`src/sv/hfe_pkg.sv`:
```
// Shared constants and types for the Huffman encoder bit packer.
package hfe_pkg;

    // Alphabet and table geometry
    localparam int NUM_SYMBOLS  = 257;
    localparam int SYM_W        = 9;
    localparam int ADDR_W       = $clog2(NUM_SYMBOLS);
    localparam int CW_W         = 32;
    localparam int LEN_W        = 6;
    localparam int MAX_CODE_LEN = 32;
    localparam int LEN_CAP      = (MAX_CODE_LEN < CW_W) ? MAX_CODE_LEN : CW_W;

    // Byte packer
    localparam int BYTE_W = 8;
    localparam int FREE_W = 4;

    // Queue between lookup and packer
    localparam int QUEUE_DEPTH = 4;
    localparam int QPTR_W      = 2;
    localparam int QCNT_W      = 3;

    // Command codes
    localparam logic [1:0] CMD_LOAD   = 2'd0;
    localparam logic [1:0] CMD_ENCODE = 2'd1;
    localparam logic [1:0] CMD_FINISH = 2'd2;

    // End-of-stream table index
    localparam logic [SYM_W-1:0] END_SYMBOL = SYM_W'(NUM_SYMBOLS - 1);

    // One code table entry
    typedef struct packed {
        logic [CW_W-1:0]  code;
        logic [LEN_W-1:0] len;
    } table_entry_t;

    // One packing job handed from lookup to packer
    typedef struct packed {
        logic [CW_W-1:0]  code;
        logic [LEN_W-1:0] len;
        logic             fin;
    } pack_job_t;

endpackage

```
`src/sv/hfe_queue.sv`:
```
// Small FIFO of packing jobs between the lookup front end and the packer.
module hfe_queue
(
    input  logic               clk,
    input  logic               rst_n,
    input  logic               push,
    input  hfe_pkg::pack_job_t push_job,
    output logic               full,
    input  logic               pop,
    output logic               not_empty,
    output hfe_pkg::pack_job_t head
);

    hfe_pkg::pack_job_t slots [hfe_pkg::QUEUE_DEPTH];

    logic [hfe_pkg::QPTR_W-1:0] wr_ptr_reg, wr_ptr_next;
    logic [hfe_pkg::QPTR_W-1:0] rd_ptr_reg, rd_ptr_next;
    logic [hfe_pkg::QCNT_W-1:0] count_reg, count_next;
    logic                       do_pop;

    assign full      = (count_reg == hfe_pkg::QCNT_W'(hfe_pkg::QUEUE_DEPTH));
    assign not_empty = (count_reg != '0);
    assign do_pop    = pop && not_empty;
    assign head      = slots[rd_ptr_reg];

    // Storage
    always_ff @(posedge clk)
    begin
        if (push)
        begin
            slots[wr_ptr_reg] <= push_job;
        end
    end

    // Pointers and fill count
    always_comb
    begin
        wr_ptr_next = push   ? wr_ptr_reg + 1'b1 : wr_ptr_reg;
        rd_ptr_next = do_pop ? rd_ptr_reg + 1'b1 : rd_ptr_reg;
        count_next  = count_reg;
        if (push && !do_pop)
        begin
            count_next = count_reg + 1'b1;
        end
        else if (!push && do_pop)
        begin
            count_next = count_reg - 1'b1;
        end
    end

    always_ff @(posedge clk or negedge rst_n)
    begin
        if (!rst_n)
        begin
            wr_ptr_reg <= '0;
            rd_ptr_reg <= '0;
            count_reg  <= '0;
        end
        else
        begin
            wr_ptr_reg <= wr_ptr_next;
            rd_ptr_reg <= rd_ptr_next;
            count_reg  <= count_next;
        end
    end

endmodule

```
`config.mk`:
```
export PLATFORM = sky130hd
export DESIGN_NAME = hfe_queue
export DESIGN_NICKNAME = d
export VERILOG_FILES = /design/src/sv/hfe_pkg.sv /design/src/sv/hfe_queue.sv
export SDC_FILE = /design/constraint.sdc
export NUM_CORES = 1
export LEC_CHECK = 0
export BUFFER_PORTS_ARGS = -buffer_cell sky130_fd_sc_hd__buf_2
export CORE_MARGIN = 5
export CORE_UTILIZATION = 45
export CTS_CLUSTER_DIAMETER = 200
export DETAILED_ROUTE_END_ITERATION = 8
export PLACE_DENSITY_LB_ADDON = 0.15
export SETUP_SLACK_MARGIN = 0.3
export SLEW_MARGIN = 10
export SYNTH_ARGS = -nofsm -noshare
export SYNTH_HDL_FRONTEND = slang
export SYNTH_SLANG_ARGS = --single-unit
export TNS_END_PERCENT = 1
```
`constraint.sdc`:
```
create_clock -name clk -period 3.73 [get_ports clk]
set_input_delay 0.746 -clock clk [delete_from_list [all_inputs] [get_ports clk]]
set_output_delay 0.746 -clock clk [all_outputs]
set_load 0.1 [all_outputs]
```
==> summary.txt <==
Status
  – Status: complete, no violations

Drt
  – Wirelength, routed: 10.4 mm
  – Via density: 5.06
  – Vias post-DR: 2693
  – Final ANT Viol Nets: 0
  – WL/cell: about 20 um
  – Remaining DRCs: 0
  – Drt first pass iters: 4
  – DR iter-0 viols: around 200

Die
  – Die area: approximately 16000 um^2
  – Num ports: 84
  – Die H: between 100 and 150 um
  – Die X: 126 um
  – Site Rows: 42
  – Core Box Area: ~13000 um^2
  – Initial Util: 45.8%

Worst setup path
  – Worst path required time: 2.98 ns
  – Critical path class: reg2out
  – Worst Path Buf+Inv: 2
  – Critical Path Slowest Stage Cell: dfrtp_4
  – Setup crit start kind: register
  – Critical Path End Type: primary output
  – Worst-path fanout max: 29
  – CP max stage delay: ~0.81 ns
  – Crit-path cells: buf_4 > mux4_2 > buf_2
  – Worst Path Arrival: 2.37 ns
  – Cell family with most CP delay: flip-flops

Clock network
  – Cts hold-fix bufs: 0
  – Bufs on Longest Clock Path: 2
  – Number of setup buffers added after CTS: 0
  – Post-cts sizing count: 0
  – CTS Buf Count: 17
  – Root buf cell: clkbuf_16
  – Register clock-pin slew on the reported worst setup and hold paths: 0.06 ns
  – Worst-Skew Late Latency: 0.41 ns
  – H-tree levels: 4
  – CTS tree: yes
  – Sink Count: ~160

Cells and area
  – Inserted Diodes: 0
  – Filler cells: 1059
  – P&R area growth vs syn: 19.7%
  – Register area: 4860 um^2
  – Multi-input logic area: 1090 um^2
  – Final core utilization: between 50% and 60%
  – Layout cell share with drive strength beyond 1: a little under half
  – Number of flip-flops in the largest register: approximately 160
  – Nets: 392

Yosys
  – Synthesis-stage register bit count: about 160
  – Synth area leader: edfxtp_1
  – Area contributors post-synth: edfxtp_1 (77%), mux4_2 (14%), dfrtp_1 (2.9%)
  – Post-Syn Area: around 6000 um^2
  – Cells after synthesis: roughly 240
  – Cell with the most instances after synthesis: edfxtp_1
  – Post-Syn Nets: 287
  – Top_reg_cell synth: edfxtp_1
  – Library cells used by synthesis: 20
  – Synth Warn #: 0
  – Post-synth EDFFs: ~160
  – Ys async rst share: about 4.3%
  – Register area share after synthesis: 80.0%
  – Synth top area share: 77.2%
  – Post-Syn Area per Cell: around 26 um^2
  – Post-synth top cells: edfxtp_1 (156), mux4_2 (38), dfrtp_1 (7)

Global route
  – Grt peak-use layer: met2
  – GR Util All Layers: about 14%
  – Met1 Use GR: 17.2%
  – Grt total ovfl: 0
  – Pin count of the biggest net entering global routing: 30
  – Initial antenna violation count: 1
  – Vias in the first global route: 2880
  – Met3 Use GR: 4.78%
  – First-pass GRT wire length: 16.0 mm
  – Met2 usage: a little over a fifth

Min path
  – Hold/Removal Path Class: in2async

Timing
  – Fmax: 321 MHz
  – Fin crit share: a little over four fifths
  – Max-slew headroom: 49.4%
  – Fin crit period: 3.12 ns
  – Endpoints failing setup: 0
  – Final hold viol count: 0
  – Final Skew: 0.00362 ns
  – Slew at the pin closest to its max-slew limit: 0.759 ns
  – RSZ-0062 raised after global routing: false
  – Fin Setup TNS: 0 ns
  – Final worst-path setup slack: 0.611 ns
  – Max-slew violation count: 0

Run
  – Maxcap violations: 0

Placed design
  – Pre-CTS WS: 0.992 ns
  – Post-DP HPWL: 6.65 mm
  – PortBufs: 83
  – GPL Wtd Cong: approximately 0.69
placed cells by master (no fill, tap or decap), types with 2 or more instances in the layout:
cell type,count
clkinvlp_4,3
and2_2,4
mux4_2,38
clkinv_2,2
nand2_1,2
edfxtp_1,156
clkbuf_1,2
ha_1,5
xnor2_1,3
bufinv_16,3
dfrtp_1,5
buf_2,83
buf_4,12
xor2_1,3
inv_1,3
clkinv_1,5
clkbuf_16,17
per-stage QoR:
step	instance area, um^2	cells	hold WS [ns]
3_3_place_gp	6700	500	0.463
5_1_grt	7270	532	0.147
4_1_cts	7270	532	0.135
2_1_floorplan	6070	238	0.447
3_5_place_dp	6700	500	0.467
6_report	7270	532	0.159
logic make-up (layout without fill, tap and decap cells):
kind of cell	count (synthesis)	in the layout	synth area share [%]
adders and majority gates	6	6	1.36
buffers and inverters	12	130	2.02
xor gates and xnor gates	6	6	0.866
AOI/OAI and AO/OA	1	1	0.0824
DFF	163	163	80.0
and+or+nand+nor	10	10	0.907
muxes	40	40	14.7
area by class of cell:
type / count / area share [%]
sequential: 163 / 66.9
clock inverter: 13 / 1.94
timing repair buffer: 95 / 6.95
multi-input combinational: 63 / 15.0
inverter: 3 / 0.155
tap: 176 / 3.03
clock buffer: 19 / 5.96
worst paths after layout:
path,startpoint,to,slack (ns),cells after the start
max,rd_ptr_reg[0]$_DFFE_PN0P_,head[1],0.61,3
min,rst_n,wr_ptr_reg[0]$_DFFE_PN0P_,0.16,1
max reg2reg,count_reg[0]$_DFFE_PN0P_,count_reg[2]$_DFFE_PN0P_,1.61,8
min reg2reg,count_reg[2]$_DFFE_PN0P_,count_reg[2]$_DFFE_PN0P_,0.48,1
max in group asynchronous,rst_n,rd_ptr_reg[0]$_DFFE_PN0P_,3.39,1
min in group clk,count_reg[2]$_DFFE_PN0P_,count_reg[2]$_DFFE_PN0P_,0.48,1
per-layer routing:
layer	up-vias	share of wire, %
met1	1384	43
met5	-	0.067
met4	2	1.9
li1	1217	-
met3	17	5.7
met2	73	50
Power is not shown: default switching activity piles up to over one toggle a cycle in this logic, so the estimate is an artifact.
