$ cat src/sv/hfe_pkg.sv
// Shared constants and types for the Huffman encoder bit packer.
package hfe_pkg;

    // Alphabet and table geometry
    localparam int NUM_SYMBOLS  = 257;
    localparam int SYM_W        = 9;
    localparam int ADDR_W       = $clog2(NUM_SYMBOLS);
    localparam int CW_W         = 32;
    localparam int LEN_W        = 6;
    localparam int MAX_CODE_LEN = 32;
    localparam int LEN_CAP      = (MAX_CODE_LEN < CW_W) ? MAX_CODE_LEN : CW_W;

    // Byte packer
    localparam int BYTE_W = 8;
    localparam int FREE_W = 4;

    // Queue between lookup and packer
    localparam int QUEUE_DEPTH = 4;
    localparam int QPTR_W      = 2;
    localparam int QCNT_W      = 3;

    // Command codes
    localparam logic [1:0] CMD_LOAD   = 2'd0;
    localparam logic [1:0] CMD_ENCODE = 2'd1;
    localparam logic [1:0] CMD_FINISH = 2'd2;

    // End-of-stream table index
    localparam logic [SYM_W-1:0] END_SYMBOL = SYM_W'(NUM_SYMBOLS - 1);

    // One code table entry
    typedef struct packed {
        logic [CW_W-1:0]  code;
        logic [LEN_W-1:0] len;
    } table_entry_t;

    // One packing job handed from lookup to packer
    typedef struct packed {
        logic [CW_W-1:0]  code;
        logic [LEN_W-1:0] len;
        logic             fin;
    } pack_job_t;

endpackage

$ cat src/sv/hfe_back.sv
// Back end: shifts codes MSB-first into the byte accumulator and emits bytes.
module hfe_back
(
    input  logic                       clk,
    input  logic                       rst_n,
    input  logic                       job_avail,
    input  hfe_pkg::pack_job_t         job,
    output logic                       job_pop,
    output logic                       out_valid,
    input  logic                       out_ready,
    output logic [hfe_pkg::BYTE_W-1:0] out_byte,
    output logic                       out_last
);

    // Current job
    logic                          busy_reg, busy_next;
    logic [hfe_pkg::CW_W-1:0]      shift_reg, shift_next;
    logic [hfe_pkg::LEN_W-1:0]     rem_reg, rem_next;
    logic                          fin_reg, fin_next;

    // Packer state
    logic [hfe_pkg::BYTE_W-1:0]    acc_reg, acc_next;
    logic [hfe_pkg::FREE_W-1:0]    free_reg, free_next;

    // Output register
    logic                          ovalid_reg, ovalid_next;
    logic [hfe_pkg::BYTE_W-1:0]    obyte_reg, obyte_next;
    logic                          olast_reg, olast_next;

    logic                          can_step;
    logic [hfe_pkg::LEN_W-1:0]     free_ext;
    logic [hfe_pkg::BYTE_W-1:0]    top_bits;
    logic [2*hfe_pkg::BYTE_W-1:0]  pair_fill;
    logic [2*hfe_pkg::BYTE_W-1:0]  pair_part;
    logic [hfe_pkg::BYTE_W-1:0]    acc_part;
    logic [hfe_pkg::FREE_W-1:0]    free_part;
    logic [hfe_pkg::LEN_W-1:0]     left_after;

    assign can_step   = !ovalid_reg || out_ready;
    assign free_ext   = hfe_pkg::LEN_W'(free_reg);
    assign top_bits   = shift_reg[hfe_pkg::CW_W-1 -: hfe_pkg::BYTE_W];
    assign pair_fill  = {acc_reg, top_bits} << free_reg;
    assign pair_part  = {acc_reg, top_bits} << rem_reg;
    assign acc_part   = pair_part[2*hfe_pkg::BYTE_W-1 -: hfe_pkg::BYTE_W];
    assign free_part  = free_reg - rem_reg[hfe_pkg::FREE_W-1:0];
    assign left_after = rem_reg - free_ext;
    assign job_pop    = !busy_reg && job_avail;

    always_comb
    begin
        busy_next   = busy_reg;
        shift_next  = shift_reg;
        rem_next    = rem_reg;
        fin_next    = fin_reg;
        acc_next    = acc_reg;
        free_next   = free_reg;
        ovalid_next = ovalid_reg && !out_ready;
        obyte_next  = obyte_reg;
        olast_next  = olast_reg;

        if (!busy_reg)
        begin
            // Take a job and left-align its code
            if (job_avail)
            begin
                busy_next  = 1'b1;
                shift_next = job.code << (hfe_pkg::LEN_W'(hfe_pkg::CW_W) - job.len);
                rem_next   = job.len;
                fin_next   = job.fin;
            end
        end
        else if (can_step)
        begin
            if (rem_reg >= free_ext)
            begin
                // Enough bits to complete the current byte
                ovalid_next = 1'b1;
                obyte_next  = pair_fill[2*hfe_pkg::BYTE_W-1 -: hfe_pkg::BYTE_W];
                olast_next  = fin_reg ? (left_after == '0)
                                      : (left_after < hfe_pkg::LEN_W'(hfe_pkg::BYTE_W));
                shift_next  = shift_reg << free_reg;
                rem_next    = left_after;
                acc_next    = '0;
                free_next   = hfe_pkg::FREE_W'(hfe_pkg::BYTE_W);
                busy_next   = (left_after != '0);
            end
            else
            begin
                // Remaining bits fit in the partial byte
                busy_next = 1'b0;
                rem_next  = '0;
                if (fin_reg && (free_part != hfe_pkg::FREE_W'(hfe_pkg::BYTE_W)))
                begin
                    // Flush the partial byte left-aligned
                    ovalid_next = 1'b1;
                    obyte_next  = acc_part << free_part;
                    olast_next  = 1'b1;
                    acc_next    = '0;
                    free_next   = hfe_pkg::FREE_W'(hfe_pkg::BYTE_W);
                end
                else if (fin_reg)
                begin
                    acc_next  = '0;
                    free_next = hfe_pkg::FREE_W'(hfe_pkg::BYTE_W);
                end
                else
                begin
                    acc_next  = acc_part;
                    free_next = free_part;
                end
            end
        end
    end

    // Payload registers
    always_ff @(posedge clk)
    begin
        shift_reg <= shift_next;
        rem_reg   <= rem_next;
        fin_reg   <= fin_next;
        obyte_reg <= obyte_next;
        olast_reg <= olast_next;
    end

    // Control and packer state
    always_ff @(posedge clk or negedge rst_n)
    begin
        if (!rst_n)
        begin
            busy_reg   <= 1'b0;
            acc_reg    <= '0;
            free_reg   <= hfe_pkg::FREE_W'(hfe_pkg::BYTE_W);
            ovalid_reg <= 1'b0;
        end
        else
        begin
            busy_reg   <= busy_next;
            acc_reg    <= acc_next;
            free_reg   <= free_next;
            ovalid_reg <= ovalid_next;
        end
    end

    assign out_valid = ovalid_reg;
    assign out_byte  = obyte_reg;
    assign out_last  = olast_reg;

endmodule
$ cat config.mk
export PLATFORM = sky130hd
export DESIGN_NAME = hfe_back
export DESIGN_NICKNAME = d
export VERILOG_FILES = /design/src/sv/hfe_pkg.sv /design/src/sv/hfe_back.sv
export SDC_FILE = /design/constraint.sdc
export NUM_CORES = 1
export LEC_CHECK = 0
export ABC_AREA = 0
export CORE_MARGIN = 2
export CORE_UTILIZATION = 50
export DETAILED_ROUTE_END_ITERATION = 8
export DONT_BUFFER_PORTS = 1
export PLACE_DENSITY = 0.71
export SLEW_MARGIN = 25
export SYNTH_ARGS = -nofsm -noshare
export SYNTH_HDL_FRONTEND = slang
export SYNTH_SLANG_ARGS = --single-unit
$ cat constraint.sdc
create_clock -name clk -period 14.69 [get_ports clk]
set_input_delay 1.469 -clock clk [delete_from_list [all_inputs] [get_ports clk]]
set_output_delay 1.469 -clock clk [all_outputs]
set_load 0.02 [all_outputs]
==> summary.md <==
| Metric | Value |
|---|---|
| Status | `finished clean` |
| Share of layout cells above drive strength 1 | `16.5%` |
| CTS tree | `done` |
| Fin nets | `752` |
| Cell Rows | `43` |
| HP Start | `acc_reg[7]` |
| Core outline area | `13800 um2` |
| Power per cell area | `261 nW/um2` |
| Dpl ws | `10.20 ns` |
| GPL Wtd Cong | `0.974` |
| RSZ-0062 raised after global routing | `false` |
| Kind of critical path | `flip-flop to flip-flop` |
| Hold Path End | `acc_reg[7]` |
| Hold Path Class | `flip-flop to flip-flop` |
| Final period utilization | `31.7%` |
| Top delay family on crit path | `simple AND/OR/NAND/NOR gates` |
| Root Driver | `clkbuf_16` |
| Register area share after synthesis | `25.5%` |
| Syn Area/Cell | `9.52 um2` |
| Tmin final | `4.65 ns` |
| Remaining routing DRC violations | `0` |
| WL final | `19700 um` |
| Setup TNS | `0 ns` |
| Worst vdd ir | `170 uV` |
| Buffers on Ports | `0` |
| Post_cts resized | `0` |
| H-tree depth | `3` |
| Max Slew Vio Count | `0` |
| Antenna-violating nets left | `0` |
| Grt ovf | `0` |
| Startpoint Class | `flip-flop` |
| R2R Setup Slk | `10.04 ns` |
| Layout area overhead | `5.91%` |
| Cell variety after synth | `79` |
| Initial Utilization | `50.9%` |
| First-pass GRT wire length | `31600 um` |
| Largest net degree at the start of global routing | `52` |
| Post-synth ARST share | `22.6%` |
| WP buf/inv | `1` |
| Max reg flops | `32` |
| Slowest CP cell | `dfstp_2` |
| Tightest Pin Transition | `0.979 ns` |
| Number of synthesized flops with an enable pin | `48` |
| Worst skew pair latency | `0.34 ns` |
| Gr usage total | `27.1%` |
| Mapped Area | `7030 um2` |
| Via Count | `6257` |
| Finished Cell Area | `7450 um2` |
| Post-synthesis net count | `792` |
| Die Y | `123 um` |
| Final setup violation count | `0` |
| Crit end category | `flip-flop` |
| R2R cell count | `7` |
| Reg-to-Reg Start | `free_reg[3]` |
| Clock sink count | `62` |
| Die W | `123 um` |
| Max-cap violations | `0` |
| Fill cell count | `1189` |
| Hold-fix buffers, CTS | `0` |
| Post-DP HPWL | `14500 um` |
| Vias per Instance | `7.08` |
| Synth warnings | `0` |
| Clock Path Buffers | `2` |
| Hold Path Depth | `1` |
| CP peak stage delay | `0.91 ns` |
| Wire per inst | `22.3 um` |
| Post-synth top flop | `edfxtp_1` |
| Ant diodes | `0` |
| Rel. slew slack | `34.5%` |
| CP max FO | `37` |
| Clk slew on worst S/H paths | `0.06 ns` |
| F_max | `215 MHz` |
| Setup bufs post-CTS | `0` |
| Initial DRC count | `784` |
| Worst reg2reg endpoint | `out_byte[1]` |
| Dpl cell area | `7090 um2` |
| Clk_skew | `0.0104 ns` |
| Register bit total from synthesis | `62` |
| Num CTS Buffers | `9` |
| Number of global-route vias before repair | `5877` |
| Most frequent cells in the layout | `124 x nand2_1, 65 x mux2i_1, 61 x mux4_2, 48 x edfxtp_1, 43 x nor2_1` |
| First drt pass iteration count | `7` |
| Cells after Synth | `739` |
| Leak pwr | `2.75 nW` |
| Setup ws final | `10.04 ns` |
| Worst endpoint required time | `14.65 ns` |
| Die footprint | `15000 um2` |
| Post-Route Utilization | `53.9%` |
| Final hold vios | `0` |
| Fin Hold WS | `0.551 ns` |
| Crit path arrival time | `4.61 ns` |
| Worst-path cell chain | `clkinv_1, ha_1, nor2_1, a21oi_1, nand2b_1, o21ai_1, nor2b_1` |
| Ports | `54` |
| Initial antenna violation count | `0` |
| Most common cell after layout, fill and taps aside | `nand2_1` |
==> synthesized netlist by cell type, types with 6 or more instances <==
cell	number	area [um2]
mux4_2	61	1370
ha_1	8	100
mux2_2	12	135
a21oi_1	27	135
nand2_1	124	465
buf_1	6	22.5
inv_1	14	52.6
o21ai_1	20	100
and3_1	8	50.1
dfrtp_1	13	325
a22o_1	16	140
buf_2	17	85.1
xnor2_1	7	61.3
nand3_1	25	125
o22ai_1	15	93.8
nand2b_1	6	37.5
o21ai_0	26	130
clkbuf_1	34	128
edfxtp_1	48	1440
mux2_1	8	90.1
o211ai_1	15	113
nor3_1	14	70.1
mux2i_1	65	651
o221ai_1	7	61.3
nor2_1	43	161
a31oi_1	9	56.3
==> layout make-up <==
type,count,area (um2),share of cell area (%)
inverters,21,78.8,1.06
repair buffers,11,82.6,1.11
clock inverters,5,105,1.41
well taps,180,225,3.02
clock buffers,11,253,3.39
multi-input cells,594,4910,65.9
flip-flops and latches,62,1800,24.1
==> cells by family (layout without fill, tap and decap cells) <==
kind of cell,Yosys count,count (layout),synth area share (%)
buf+inv,83,48,5.05
xor+xnor,9,9,1.12
mux,149,149,33.1
fa+ha+maj,10,10,1.99
flops,62,62,25.5
compound gates,180,180,17.5
simple gates,246,246,15.7
==> worst max path at each step <==
stage,start,to,cells past startpoint
after floorplan,free_reg[3],shift_reg[0],8
after global placement,free_reg[3],out_byte[1],7
after detailed placement,free_reg[3],out_byte[5],7
after CTS,free_reg[3],out_byte[1],7
after global routing,free_reg[3],out_byte[1],7
final,free_reg[3],out_byte[1],7
==> report_power, final <==
group | switching, mW | leakage, nW | internal, mW
Sequential | 0.154 | 0.657 | 0.337
Clock | 0.0804 | 0.168 | 0.175
Combinational | 0.699 | 1.92 | 0.498
Total | 0.934 | 2.75 | 1.01
==> per-layer routing <==
| metal | routed length [um] | share of wire, % | global-route usage (%) |
|---|---|---|---|
| met1 | 8360 | 42 | 39.7 |
| met2 | 9030 | 46 | 41.1 |
| met3 | 1960 | 9.9 | 5.16 |
| met4 | 371 | 1.9 | 7.90 |
| met5 | 0 | 0 | 0 |
==> stage by stage <==
| step | power (mW) | cells |
|---|---|---|
| CTS | 1.91 | 884 |
| floorplan | 1.35 | 739 |
| global route | 2.05 | 884 |
| detailed placement | 1.64 | 868 |
| finish | 1.94 | 884 |
| global placement | 1.62 | 868 |
No activity file was read; power rests on OpenSTA's default activity.
